`src/hdl/assert_macros.svh`:
```
// Assertion macros shared by the filter RTL; clk and rst_n are taken from the using module.
`ifndef ASSERT_MACROS_SVH
`define ASSERT_MACROS_SVH

// Same-cycle implication, checked outside reset
`define ASSERT_IMP(lbl, ante, cons) \
  lbl: assert property (@(posedge clk) disable iff (!rst_n) (ante) |-> (cons)) \
    else $error("same-cycle check failed");

// Next-cycle implication, checked outside reset
`define ASSERT_NXT(lbl, ante, cons) \
  lbl: assert property (@(posedge clk) disable iff (!rst_n) (ante) |=> (cons)) \
    else $error("next-cycle check failed");

`endif

```
`src/hdl/fldc_pkg.sv`:
```
// Shared types, constants and the coefficient lookup of the low-pass filter with DC offset.
`default_nettype none

package fldc_pkg;

  // Coefficient format: Q1.15, signed
  localparam int COEF_W    = 16;
  localparam int COEF_FRAC = 15;
  localparam int HALF_TAPS = 22;
  localparam int HIDX_W    = $clog2(HALF_TAPS);

  // Millivolt scale 1000/1240 reduced to lowest terms
  localparam int MV_SCALE_MUL = 25;
  localparam int MV_SCALE_DIV = 31;

  // Half of the symmetric impulse response, outer tap first
  localparam logic signed [COEF_W-1:0] HALF_COEF [HALF_TAPS] = '{
    -16'sd279,  -16'sd90,   16'sd245,   16'sd578,   16'sd543,  16'sd86,
    -16'sd367,  -16'sd308,  16'sd253,   16'sd677,   16'sd356,  -16'sd501,
    -16'sd929,  -16'sd236,  16'sd1014,  16'sd1338,  -16'sd75,  -16'sd2075,
    -16'sd2159, 16'sd1239,  16'sd6870,  16'sd11208
  };

  // Sequencer states
  typedef enum logic [2:0] {
    ST_IDLE,
    ST_MAC,
    ST_ACC,
    ST_POST,
    ST_DIV_BLK,
    ST_MV,
    ST_DIV_MV,
    ST_OUT
  } fldc_state_t;

  // Controls from the sequencer to the multiply-accumulate unit
  typedef struct packed {
    logic clr;
    logic mul;
    logic add;
  } fldc_mac_ctrl_t;

  // Tap k folds onto the half table; entries past it are zero
  function automatic logic signed [COEF_W-1:0] fldc_coef(input int k, input int taps);
    int m;
    int h;
    logic signed [COEF_W-1:0] c;
    m = taps - 1 - k;
    h = (k < m) ? k : m;
    if (h < 0 || h >= HALF_TAPS) begin
      c = '0;
    end else begin
      c = HALF_COEF[h[HIDX_W-1:0]];
    end
    return c;
  endfunction

endpackage

`default_nettype wire

```
`src/hdl/fldc_tap_cell.sv`:
```
// One delay-line cell: holds a sample and takes its neighbour's value when enabled.
`default_nettype none

module fldc_tap_cell #(
  parameter int W = 12
) (
  input  wire logic         clk,
  input  wire logic         rst_n,
  input  wire logic         en,
  input  wire logic [W-1:0] d,
  output logic      [W-1:0] q
);

  logic [W-1:0] q_r;

  // Clear at reset, advance on enable
  always_ff @(posedge clk) begin
    if (!rst_n) begin
      q_r <= '0;
    end else if (en) begin
      q_r <= d;
    end
  end

  assign q = q_r;

endmodule

`default_nettype wire

```
`src/hdl/fldc_mac.sv`:
```
// Shared multiply-accumulate unit with coefficient lookup and output saturation.
`default_nettype none

module fldc_mac #(
  parameter int TAPS        = 44,
  parameter int SAMPLE_BITS = 12
) (
  input  wire logic                             clk,
  input  wire fldc_pkg::fldc_mac_ctrl_t         ctrl,
  input  wire logic [$clog2(TAPS)-1:0]          step,
  input  wire logic [SAMPLE_BITS-1:0]           x,
  output logic      [SAMPLE_BITS-1:0]           filt
);

  import fldc_pkg::*;

  localparam int STEP_W = $clog2(TAPS);
  localparam int PROD_W = COEF_W + SAMPLE_BITS + 1;
  localparam int ACC_W  = PROD_W + STEP_W + 1;

  logic signed [COEF_W-1:0] coef;
  logic signed [PROD_W-1:0] prod_r, prod_nxt;
  logic signed [ACC_W-1:0]  acc_r, acc_nxt;

  // Coefficient of the tap now at the end of the ring
  assign coef = fldc_coef(int'(step), TAPS);

  // Multiply into the product register, add the previous product
  always_comb begin
    prod_nxt = prod_r;
    acc_nxt  = acc_r;
    if (ctrl.clr) begin
      prod_nxt = '0;
      acc_nxt  = '0;
    end else begin
      if (ctrl.mul) begin
        prod_nxt = coef * $signed({1'b0, x});
      end
      if (ctrl.add) begin
        acc_nxt = acc_r + ACC_W'(prod_r);
      end
    end
  end

  always_ff @(posedge clk) begin
    prod_r <= prod_nxt;
    acc_r  <= acc_nxt;
  end

  // Floor by 2^15 and clamp to the sample range
  always_comb begin
    if (acc_r[ACC_W-1]) begin
      filt = '0;
    end else if (|acc_r[ACC_W-2:COEF_FRAC+SAMPLE_BITS]) begin
      filt = '1;
    end else begin
      filt = acc_r[COEF_FRAC+SAMPLE_BITS-1:COEF_FRAC];
    end
  end

endmodule

`default_nettype wire

```
`src/hdl/fldc_serdiv.sv`:
```
// Division by one of two fixed divisors through reciprocal multiplication, with a registered result.
`default_nettype none
`include "assert_macros.svh"

module fldc_serdiv #(
  parameter int DW = 19,
  parameter int D0 = 100,
  parameter int D1 = 31
) (
  input  wire logic          clk,
  input  wire logic          rst_n,
  input  wire logic          start,
  input  wire logic          sel,
  input  wire logic [DW-1:0] dividend,
  output logic               done,
  output logic      [DW-1:0] quotient
);

  // floor(n / d) equals (n * ceil(2^s / d)) >> s for every n below 2^DW when s = DW + clog2(d)
  localparam int     S0 = DW + $clog2(D0);
  localparam int     S1 = DW + $clog2(D1);
  localparam int     MW = DW + 1;
  localparam int     PW = DW + MW;
  localparam longint R0 = ((longint'(1) << S0) + longint'(D0) - 1) / longint'(D0);
  localparam longint R1 = ((longint'(1) << S1) + longint'(D1) - 1) / longint'(D1);
  localparam logic [MW-1:0] RCP0 = MW'(R0);
  localparam logic [MW-1:0] RCP1 = MW'(R1);

  logic          done_r, done_nxt;
  logic          sel_r, sel_nxt;
  logic [PW-1:0] prod_r, prod_nxt;

  // Multiply by the reciprocal of the chosen divisor
  always_comb begin
    done_nxt = start;
    sel_nxt  = sel_r;
    prod_nxt = prod_r;
    if (start) begin
      sel_nxt  = sel;
      prod_nxt = PW'(dividend) * PW'(sel ? RCP1 : RCP0);
    end
  end

  always_ff @(posedge clk) begin
    if (!rst_n) begin
      done_r <= 1'b0;
    end else begin
      done_r <= done_nxt;
    end
    sel_r  <= sel_nxt;
    prod_r <= prod_nxt;
  end

  // Drop the fraction bits of the product
  assign done     = done_r;
  assign quotient = sel_r ? DW'(prod_r >> S1) : DW'(prod_r >> S0);

  `ASSERT_NXT(a_start_done, start, done_r)
  `ASSERT_NXT(a_idle_quiet, !start, !done_r)

endmodule

`default_nettype wire

```
`src/hdl/fir_lowpass_with_dc_offset.sv`:
```
// Top level: symmetric low-pass FIR on a ring of tap cells, block-mean offset, millivolt capture.
//
//  channel | direction | tdata (low bit up)                                  | tuser
//  in_     | slave     | sample                                              | cmd
//  out_    | master    | filtered, mv_value, capture_count, dc_offset        | mv_valid
//
// After its transfer a sample passes the accept state, one step per tap through the shared
// multiply-accumulate, a step for the last product, then block sum, millivolt scale, scale
// result and output load before the next ready. Past the capture limit the scale result step
// is skipped, on closing a block a step for the mean comes in; a restart stays idle and ready.
// Reset is synchronous and clears the delay line and the block and capture counters.
// A waiting result holds in the output register; the next sample runs and only its load waits.
`default_nettype none
`include "assert_macros.svh"

module fir_lowpass_with_dc_offset #(
  parameter int TAPS        = 44,
  parameter int BLOCK_LEN   = 100,
  parameter int SAMPLE_BITS = 12
) (
  input  wire logic clk,
  input  wire logic rst_n,
  // sample
  input  wire logic [((SAMPLE_BITS+7)/8)*8-1:0] in_tdata,
  // cmd
  input  wire logic                             in_tuser,
  input  wire logic                             in_tvalid,
  output logic                                  in_tready,
  // filtered, mv_value, capture_count, dc_offset
  output logic [((3*SAMPLE_BITS+1+$clog2(BLOCK_LEN+1)+7)/8)*8-1:0] out_tdata,
  // mv_valid
  output logic                                  out_tuser,
  output logic                                  out_tvalid,
  input  wire logic                             out_tready
);

  import fldc_pkg::*;

  localparam int SB          = SAMPLE_BITS;
  localparam int STEP_W      = $clog2(TAPS);
  localparam int CNT_W       = $clog2(BLOCK_LEN + 1);
  localparam int SUM_W       = SB + CNT_W;
  localparam int MVD_W       = SB + 5;
  localparam int DIV_W       = (SUM_W > MVD_W) ? SUM_W : MVD_W;
  localparam int OUT_W       = 3 * SB + 1 + CNT_W;
  localparam int OUT_TDATA_W = ((OUT_W + 7) / 8) * 8;

  localparam logic [CNT_W-1:0]  BLK_LEN_C = CNT_W'(BLOCK_LEN);
  localparam logic [STEP_W-1:0] LAST_STEP = STEP_W'(TAPS - 1);

  // Sequencer and bookkeeping registers
  fldc_state_t        state_r, state_nxt;
  logic [STEP_W-1:0]  step_r, step_nxt;
  logic [SB-1:0]      y_r, y_nxt;
  logic [CNT_W-1:0]   blk_cnt_r, blk_cnt_nxt;
  logic [SUM_W-1:0]   sum_r, sum_nxt;
  logic [SB-1:0]      offset_r, offset_nxt;
  logic [CNT_W-1:0]   cap_r, cap_nxt;
  logic               neg_r, neg_nxt;
  logic signed [SB:0] mv_r, mv_nxt;
  logic               mv_vld_r, mv_vld_nxt;

  // Output register
  logic               out_vld_r, out_vld_nxt;
  logic [SB-1:0]      out_filt_r, out_filt_nxt;
  logic [SB:0]        out_mv_r, out_mv_nxt;
  logic [CNT_W-1:0]   out_cnt_r, out_cnt_nxt;
  logic [SB-1:0]      out_off_r, out_off_nxt;
  logic               out_user_r, out_user_nxt;

  // Datapath nets
  logic               in_xfer;
  logic               cell_load, cell_rot;
  logic [SB-1:0]      tap_q [TAPS];
  fldc_mac_ctrl_t     mac_ctrl;
  logic [SB-1:0]      filt;
  logic signed [SB:0] diff;
  logic [SB-1:0]      mag;
  logic [MVD_W-1:0]   mvd;
  logic               div_start, div_sel, div_done;
  logic [DIV_W-1:0]   div_dividend, div_quo;

  assign in_tready = (state_r == ST_IDLE);
  assign in_xfer   = in_tvalid && in_tready;

  // Ring of tap cells: shift in on a new sample, rotate once per tap
  for (genvar j = 0; j < TAPS; j++) begin : g_cell
    logic [SB-1:0] d;
    if (j == 0) begin : g_head
      assign d = cell_load ? in_tdata[SB-1:0] : tap_q[TAPS-1];
    end else begin : g_body
      assign d = tap_q[j-1];
    end
    fldc_tap_cell #(.W(SB)) u_cell (
      .clk   (clk),
      .rst_n (rst_n),
      .en    (cell_load || cell_rot),
      .d     (d),
      .q     (tap_q[j])
    );
  end

  fldc_mac #(.TAPS(TAPS), .SAMPLE_BITS(SB)) u_mac (
    .clk  (clk),
    .ctrl (mac_ctrl),
    .step (step_r),
    .x    (tap_q[TAPS-1]),
    .filt (filt)
  );

  fldc_serdiv #(.DW(DIV_W), .D0(BLOCK_LEN), .D1(MV_SCALE_DIV)) u_div (
    .clk      (clk),
    .rst_n    (rst_n),
    .start    (div_start),
    .sel      (div_sel),
    .dividend (div_dividend),
    .done     (div_done),
    .quotient (div_quo)
  );

  // Offset-removed value and its scaled magnitude
  assign diff = $signed({1'b0, y_r}) - $signed({1'b0, offset_r});
  assign mag  = diff[SB] ? SB'(-diff) : diff[SB-1:0];
  assign mvd  = MVD_W'(mag) * MVD_W'(MV_SCALE_MUL);

  // Next state and datapath control
  always_comb begin
    state_nxt    = state_r;
    step_nxt     = step_r;
    y_nxt        = y_r;
    blk_cnt_nxt  = blk_cnt_r;
    sum_nxt      = sum_r;
    offset_nxt   = offset_r;
    cap_nxt      = cap_r;
    neg_nxt      = neg_r;
    mv_nxt       = mv_r;
    mv_vld_nxt   = mv_vld_r;
    out_vld_nxt  = out_vld_r && !out_tready;
    out_filt_nxt = out_filt_r;
    out_mv_nxt   = out_mv_r;
    out_cnt_nxt  = out_cnt_r;
    out_off_nxt  = out_off_r;
    out_user_nxt = out_user_r;
    cell_load    = 1'b0;
    cell_rot     = 1'b0;
    mac_ctrl     = '0;
    div_start    = 1'b0;
    div_sel      = 1'b0;
    div_dividend = DIV_W'(sum_r);

    case (state_r)
      ST_IDLE: begin
        if (in_xfer) begin
          if (in_tuser) begin
            // Restart: clear the capture count only
            cap_nxt = '0;
          end else begin
            cell_load    = 1'b1;
            mac_ctrl.clr = 1'b1;
            step_nxt     = '0;
            state_nxt    = ST_MAC;
          end
        end
      end
      ST_MAC: begin
        cell_rot     = 1'b1;
        mac_ctrl.mul = 1'b1;
        mac_ctrl.add = 1'b1;
        step_nxt     = step_r + 1'b1;
        if (step_r == LAST_STEP) begin
          state_nxt = ST_ACC;
        end
      end
      ST_ACC: begin
        // Add the last product
        mac_ctrl.add = 1'b1;
        state_nxt    = ST_POST;
      end
      ST_POST: begin
        y_nxt = filt;
        if (blk_cnt_r < BLK_LEN_C) begin
          sum_nxt     = sum_r + SUM_W'(filt);
          blk_cnt_nxt = blk_cnt_r + 1'b1;
          state_nxt   = ST_MV;
        end else begin
          div_start = 1'b1;
          state_nxt = ST_DIV_BLK;
        end
      end
      ST_DIV_BLK: begin
        // Block closed: take the mean, start a new block
        if (div_done) begin
          offset_nxt  = div_quo[SB-1:0];
          blk_cnt_nxt = '0;
          sum_nxt     = '0;
          state_nxt   = ST_MV;
        end
      end
      ST_MV: begin
        if (cap_r < BLK_LEN_C) begin
          neg_nxt      = diff[SB];
          div_start    = 1'b1;
          div_sel      = 1'b1;
          div_dividend = DIV_W'(mvd);
          state_nxt    = ST_DIV_MV;
        end else begin
          mv_nxt     = '0;
          mv_vld_nxt = 1'b0;
          state_nxt  = ST_OUT;
        end
      end
      ST_DIV_MV: begin
        // Truncate toward zero: scale the magnitude, then restore the sign
        if (div_done) begin
          mv_nxt     = neg_r ? -$signed({1'b0, div_quo[SB-1:0]})
                             : $signed({1'b0, div_quo[SB-1:0]});
          mv_vld_nxt = 1'b1;
          cap_nxt    = cap_r + 1'b1;
          state_nxt  = ST_OUT;
        end
      end
      ST_OUT: begin
        // Load the output register once the previous transfer has gone
        if (!out_vld_r || out_tready) begin
          out_vld_nxt  = 1'b1;
          out_filt_nxt = y_r;
          out_mv_nxt   = mv_r;
          out_cnt_nxt  = cap_r;
          out_off_nxt  = offset_r;
          out_user_nxt = mv_vld_r;
          state_nxt    = ST_IDLE;
        end
      end
      default: begin
        state_nxt = ST_IDLE;
      end
    endcase
  end

  always_ff @(posedge clk) begin
    if (!rst_n) begin
      state_r   <= ST_IDLE;
      out_vld_r <= 1'b0;
      blk_cnt_r <= '0;
      sum_r     <= '0;
      offset_r  <= '0;
      cap_r     <= '0;
    end else begin
      state_r   <= state_nxt;
      out_vld_r <= out_vld_nxt;
      blk_cnt_r <= blk_cnt_nxt;
      sum_r     <= sum_nxt;
      offset_r  <= offset_nxt;
      cap_r     <= cap_nxt;
    end
    step_r     <= step_nxt;
    y_r        <= y_nxt;
    neg_r      <= neg_nxt;
    mv_r       <= mv_nxt;
    mv_vld_r   <= mv_vld_nxt;
    out_filt_r <= out_filt_nxt;
    out_mv_r   <= out_mv_nxt;
    out_cnt_r  <= out_cnt_nxt;
    out_off_r  <= out_off_nxt;
    out_user_r <= out_user_nxt;
  end

  // Pack the result fields, filtered value in the low bits
  assign out_tdata  = OUT_TDATA_W'({out_off_r, out_cnt_r, out_mv_r, out_filt_r});
  assign out_tuser  = out_user_r;
  assign out_tvalid = out_vld_r;

  `ASSERT_IMP(a_cap_bound, 1'b1, cap_r <= BLK_LEN_C && blk_cnt_r <= BLK_LEN_C)
  `ASSERT_IMP(a_div_wait, state_r == ST_DIV_BLK || state_r == ST_DIV_MV, div_done)
  `ASSERT_IMP(a_mv_count, out_vld_r && out_user_r, out_cnt_r != '0)
  `ASSERT_NXT(a_mac_run, state_r == ST_MAC && step_r != LAST_STEP, state_r == ST_MAC)

endmodule

`default_nettype wire
```
`config.mk`:
```
export PLATFORM = sky130hd
export DESIGN_NAME = fir_lowpass_with_dc_offset
export DESIGN_NICKNAME = d
export VERILOG_FILES = /design/src/hdl/fldc_pkg.sv /design/src/hdl/fldc_tap_cell.sv /design/src/hdl/fldc_mac.sv /design/src/hdl/fldc_serdiv.sv /design/src/hdl/fir_lowpass_with_dc_offset.sv
export VERILOG_INCLUDE_DIRS = /design/src /design/src/hdl
export SDC_FILE = /design/constraint.sdc
export NUM_CORES = 2
export LEC_CHECK = 0
export BUFFER_PORTS_ARGS = -buffer_cell sky130_fd_sc_hd__buf_2
export CAP_MARGIN = 20
export CORE_MARGIN = 2
export CORE_UTILIZATION = 30
export CTS_CLUSTER_DIAMETER = 50
export CTS_CLUSTER_SIZE = 40
export DETAILED_ROUTE_END_ITERATION = 7
export PLACE_DENSITY = 0.44
export SLEW_MARGIN = 15
export SYNTH_ARGS = -nofsm -noshare
export SYNTH_HDL_FRONTEND = slang
export SYNTH_SLANG_ARGS = --single-unit
```
`constraint.sdc`:
```
create_clock -name clk -period 14.26 [get_ports clk]
set_clock_uncertainty 0.2 [all_clocks]
set_input_delay 2.852 -clock clk [delete_from_list [all_inputs] [get_ports clk]]
set_output_delay 2.852 -clock clk [all_outputs]
set_load 0.1 [all_outputs]
```
======== Word level (Yosys, flattened, before mapping) ========
Memories as Yosys holds them, arrays and structs flattened.
Cells that the tools add are included.
storage, ports and cells
  input bits .............................. 21
  memories ................................ 1
  logic and storage cells ................. 176
  memory bits (read-only) ................. 512
  register bits ........................... 760
operators by class
  mux-type cells .......................... 52
  $mul .................................... 3
  reduce and logical (&&, ||, !) cells .... 22
  add/sub/neg operators ................... 9
  magnitude comparators ................... 6
  bitwise operators ....................... 1
  equal/unequal tests ..................... 17
memory list
  memory           depth  width  rd ports  clocked after memory_dff  wr ports  RTL line        text
  (no name shown)  32     16     1         0                         0         fldc_pkg.sv:53  c = HALF_COEF[h[HIDX_W-1:0]];
operators with widths
  operator                                                                              count
  19-bit 2-to-1 mux                                                                     4
  12-bit 2-to-1 mux                                                                     5
  16-bit 2-to-1 mux                                                                     3
  13-bit 2-to-1 mux                                                                     3
  19-bit by 20-bit multiplier with 38-bit output                                        1
  19-bit case mux with 2 select lines                                                   1
  36-bit by 29-bit adder with 36-bit output                                             1
  7-bit 2-to-1 mux                                                                      5
  32-bit by 6-bit greater-or-equal comparator with 1-bit output, second input constant  1
  32-bit by 1-bit < comparator with 1-bit output, second input constant                 1
  7-bit by 32-bit < comparator with 1-bit output                                        1
  32-bit 2-to-1 mux                                                                     1
  16-bit by 13-bit multiplier with 29-bit output                                        1
  7-bit case mux with 2 select lines                                                    2
  13-bit case mux with 2 select lines                                                   1
  3-bit case mux with 8 select lines                                                    1
  19-bit by 12-bit adder with 19-bit output                                             1
  18-bit 2-to-1 mux                                                                     1
  3-bit 2-to-1 mux                                                                      6
  12-bit by 5-bit multiplier with 17-bit output, second input constant                  1
  7-bit by 1-bit adder with 7-bit output, second input constant                         2
  7-bit < comparator, second input constant                                             2
  1-bit 2-to-1 mux                                                                      14
  12-bit negation with 13-bit output                                                    1
  26 further kinds                                                                      50

======== Longest topological paths before layout ========
  depth in word-level cells ............... 9
  depth in mapped cells ................... 49
  depth with buffers taken out ............ 49

======== Hierarchy ========
From an unflattened synthesis, not the netlist that was laid out.
unflattened totals
  cell total of the unflattened synthesis .. 4743
  area, all modules ....................... 47463.0 sq um
modules (own cells, without submodules)
  module                      instances  sequential area each (sq um)  area an instance (sq um)  cells each
  fldc_tap_cell               44         240.2                         450.4                     38
  fldc_mac                    1          1301.2                        12005.3                   1438
  fldc_serdiv                 1          500.5                         8101.5                    855
  fir_lowpass_with_dc_offset  1          3323.2                        7537.2                    778

======== Worst setup path before layout ========
OpenSTA, ideal clock, no wires.
  path kind ............................... register to register
  start ................................... register y_r[0]
  end ..................................... register u_div.prod_r[37] (data pin)
  buffers on the path ..................... 0
  data arrival time ....................... 9995 ps
  data required time ...................... 13800 ps
  library setup time ...................... 260 ps
  stages on the path, launching flop included .. 47
  slack ................................... 3805 ps
  path through ............................ edfxtp_1 -> inv_1 -> ha_1 -> inv_1 -> fa_1 -> a211oi_2 -> o21ai_2 -> and2_1 -> nand3_1 -> a21oi_2 -> nor2_1 -> xor2_1 -> ha_1 -> ha_1 -> inv_1 -> fa_1 -> inv_1 -> ha_1 -> [11 not listed] -> fa_1 -> inv_1 -> fa_1 -> fa_1 -> fa_1 -> inv_1 -> fa_1 -> inv_1 -> ha_1 -> nand4_1 -> or4_1 -> a211o_1 -> a31oi_1 -> o21ai_0 -> a31oi_1 -> a211o_1 -> a21oi_1 -> xnor2_1
between the ends
  cells in the longest elaborated chain, start to end .. 7
RTL lines
  item                                                RTL line                           text
  start: declaration                                  fir_lowpass_with_dc_offset.sv:54   logic [SB-1:0] y_r, y_nxt;
  start signal: assignment                            fir_lowpass_with_dc_offset.sv:257  y_r <= y_nxt;
  12-bit by 12-bit subtractor with 13-bit output (*)  fir_lowpass_with_dc_offset.sv:122  assign diff = $signed({1'b0, y_r}) - $signed({1'b0, offset_r});
  12-bit negation                                     fir_lowpass_with_dc_offset.sv:123  assign mag = diff[SB] ? SB'(-diff) : diff[SB-1:0];
  12-bit 2-to-1 mux (*)                               fir_lowpass_with_dc_offset.sv:123
  12-bit by 5-bit multiplier with 17-bit output (*)   fir_lowpass_with_dc_offset.sv:124  assign mvd = MVD_W'(mag) * MVD_W'(MV_SCALE_MUL);
  19-bit 2-to-1 mux (*)                               fir_lowpass_with_dc_offset.sv:200  if (cap_r < BLK_LEN_C) begin
  19-bit 2-to-1 mux (*)                               fir_lowpass_with_dc_offset.sv:151  case (state_r)
  19-bit by 20-bit multiplier with 38-bit output (*)  fldc_serdiv.sv:40                  prod_nxt = PW'(dividend) * PW'(sel ? RCP1 : RCP0);
  end signal: assignment                              fldc_serdiv.sv:51                  prod_r <= prod_nxt;
  end: declaration                                    fldc_serdiv.sv:31                  logic [PW-1:0] prod_r, prod_nxt;
Every way passes the cells marked *; elsewhere a longest branch is shown, timed or not.
A chain may end at the register's enable or synchronous reset.

======== Worst setup path in the final report ========
  start ................................... register y_r[2]
  end ..................................... register u_div.prod_r[37] (data pin)
The elaborated chain is that of the path after synthesis.

==> out/qor.csv <==
metric,value,unit
clkLatencyLatePin,710,ps
routabilityCongestion,0.8162,
die_area,157000,um^2
grt_pass1_vias,33330,
io_buffers,63,
final_cell_mix,"nand2_1, dfxtp_1, inv_1, a21boi_0, ha_1",
outcome,"finished, final reports clean",
grtUsageMet1,19.41,%
slowest_stage,or4_1,
area_growth,12.43,%
firstDrtPassIters,6,
synth-edff-count,93,
avgSynthCellArea,8.791,um^2
setup_viol,0,
grt_max_degree,271,
worstPathArrival,12770,ps
yosysUniqueCellTypes,88,
r2r_start,y_r[2],
post-dp-hpwl,76.51,mm
wl_per_cell,14.81,um
finalCritPeriodShare,87.78,%
criticalPathCategory,reg -> reg,
drt_wl_total,108.3,mm
syn_area,46150,um^2
nNetsFinal,5891,
clkSinkCount,736,
drv_cap,0,
rows,143,
finalHoldViolCount,0,
critPathMaxStageDelay,650,ps
drive_gt1_share,6.327,%
synth-async-reset-ratio,0,%
met2_usage,22.22,%
dp_slack,1753,ps
die_w,396.2,um
drv_slew,0,
syn_inst,5250,
ys_seq_area_share,33.94,%
crit_start,y_r[2],
crit_required,14510,ps
synth_ff_type,dfxtp_1,
cp-start-kind,flop,
cts_tree,yes,
io_pins,72,
worstHoldStart,mv_r[2],
fill_cells,15980,
rsz0062_at_grt,false,
grt-ovfl-total,0,
cellPowerDensity,150.9,nW/um^2
leakagePower,21.61,nW
finish.utilization,34.04,%
cts_resized,0,
drtIter0Drc,1836,
clock_path_buffers,3,
grtUsageMet3,1.738,%
tightest_slew,1135,ps
ys_warn_count,0,
cts_root_buf,clkbuf_16,
antenna_found_initial,3,
via_per_inst,4.586,
setup.worst_path.end_class,flop,
busiest_layer,met2,
finalWorstSetupSlack,1743,ps
hold_path_class,reg -> reg,
period_needed,12520,ps
cts_max_level,3,
drc_errors,0,
ir_drop,0.1413,mV
ant_nets,0,
ys_ff_latch,736,
final_common_cell,nand2_1,
timing.fmax,79.89,MHz
vias,33520,
setup_tns,0,ps
relSlewSlack,24.17,%
ctsHoldBuffers,0,
r2r_setup_slack,1740,ps
grt_usage,13.91,%
coreArea,152400,um^2
crit_path_max_fanout,8,
die_h,396.2,um
start_util,30.28,%
clk_pin_slew_worst_paths,60,ps
numCtsBuffers,102,
cts_setup_buffers,0,
grt_pass1_wl,178.5,mm
## area by class of cell
type / count / area (um^2) / share of cell area [%]
Antenna cell: 1 / 2.502 / 0.004822
Clock buffer: 118 / 2703 / 5.208
Clock inverter: 70 / 869.6 / 1.676
Inverter: 568 / 2140 / 4.123
Multi-Input combinational cell: 3683 / 27310 / 52.63
Sequential cell: 736 / 15670 / 30.19
Tap cell: 2030 / 2540 / 4.895
Timing Repair Buffer: 104 / 661.9 / 1.276
## metal layers
layer,vias to the layer above,routed length [um]
met5,-,0
met4,0,2822
met3,146,3837
met2,411,48250
met1,16070,53350
li1,16890,-
## cells by family after synthesis
kind of cell             count (synthesis)  share of synthesized area [%]
flip-flops                             736                          33.94
AND/OR/NAND/NOR                       1826                          16.63
XOR/XNOR                               127                          2.426
AO/OA/AOI/OAI                         1016                          15.65
other                                    2                        0.01627
buffers and inverters                  844                          7.065
multiplexers                            24                         0.5395
adder cells (fa/ha/maj)                675                          23.73
## critical path, delay by kind of cell, from the launching register on
kind	cells	cell delay [ps]
AOI/OAI and AO/OA	16	3840
xor gates and xnor gates	3	1020
adders and majority gates	12	4910
buffers and inverters	6	380
DFF	1	560
and+or+nand+nor	6	1350
## state kept, by name, indices dropped and copies added, names as in the netlist, 12 cells and up
signal / cells
offset_r: 12
sum_r: 19
u_mac.acc_r: 36
mv_r: 13
out_off_r: 12
out_mv_r: 13
y_r: 12
g_cell.u_cell.q: 528
u_mac.prod_r: 29
out_filt_r: 12
u_div.prod_r: 14
## power by group
part / total [W] / switching, W / leakage, nW / internal [W]
logic: 0.00303 / 0.00222 / 13.9 / 0.000803
clock network: 0.00259 / 0.00107 / 1.72 / 0.00152
registers: 0.00221 / 0.0000506 / 6.04 / 0.00216
total: 0.00783 / 0.00335 / 21.6 / 0.00448
## stage by stage
step,std cells,hold WS (ps),power [W],cell area (um^2)
floorplan,5263,200.3,0.004445,46200
global placement,7118,202.8,0.005301,48290
detailed placement,7118,205.4,0.005302,48290
CTS,7306,219.6,0.007968,51860
global route,7309,224.2,0.008414,51890
finish,7310,217.2,0.007829,51890
## path summary, 6_finish.rpt
check	endpoint	cells after the start
worst max-delay path	u_div.prod_r[37]	43
worst max register to register	u_div.prod_r[37]	43
worst min register to register	out_mv_r[2]	0
worst min-delay path	out_mv_r[2]	0
## Yosys cell counts (5+ instances only)
cell / count / share of area [%]
nand2_1: 1312 / 11
dfxtp_1: 643 / 28
inv_1: 565 / 4.6
a21boi_0: 532 / 8.7
ha_1: 341 / 9.2
fa_1: 334 / 14
clkbuf_1: 237 / 1.9
nor2_1: 164 / 1.3
a21oi_1: 141 / 1.5
and2_1: 114 / 1.5
o21ai_0: 108 / 1.2
edfxtp_1: 93 / 6.1
xnor2_1: 78 / 1.5
nand3_1: 63 / 0.68
a21o_1: 50 / 0.81
xor2_1: 48 / 0.91
nor3_1: 33 / 0.36
nor2b_1: 25 / 0.34
o21a_1: 24 / 0.39
and3_1: 22 / 0.30
mux2i_1: 20 / 0.43
nand2b_1: 18 / 0.24
or3_1: 18 / 0.24
o21bai_1: 16 / 0.26
buf_4: 14 / 0.23
buf_1: 13 / 0.11
o211a_1: 13 / 0.28
a211o_1: 12 / 0.23
a222oi_1: 12 / 0.26
nand4_1: 12 / 0.16
a211oi_1: 10 / 0.16
a31oi_1: 10 / 0.14
o211ai_1: 9 / 0.15
o31ai_1: 9 / 0.15
buf_2: 8 / 0.087
nand3b_1: 8 / 0.13
nor3b_1: 8 / 0.13
or2_2: 8 / 0.11
a211oi_2: 5 / 0.14
a221oi_1: 5 / 0.095
nor4_1: 5 / 0.068
o22ai_1: 5 / 0.068
Power figures use the tool's default switching activity.
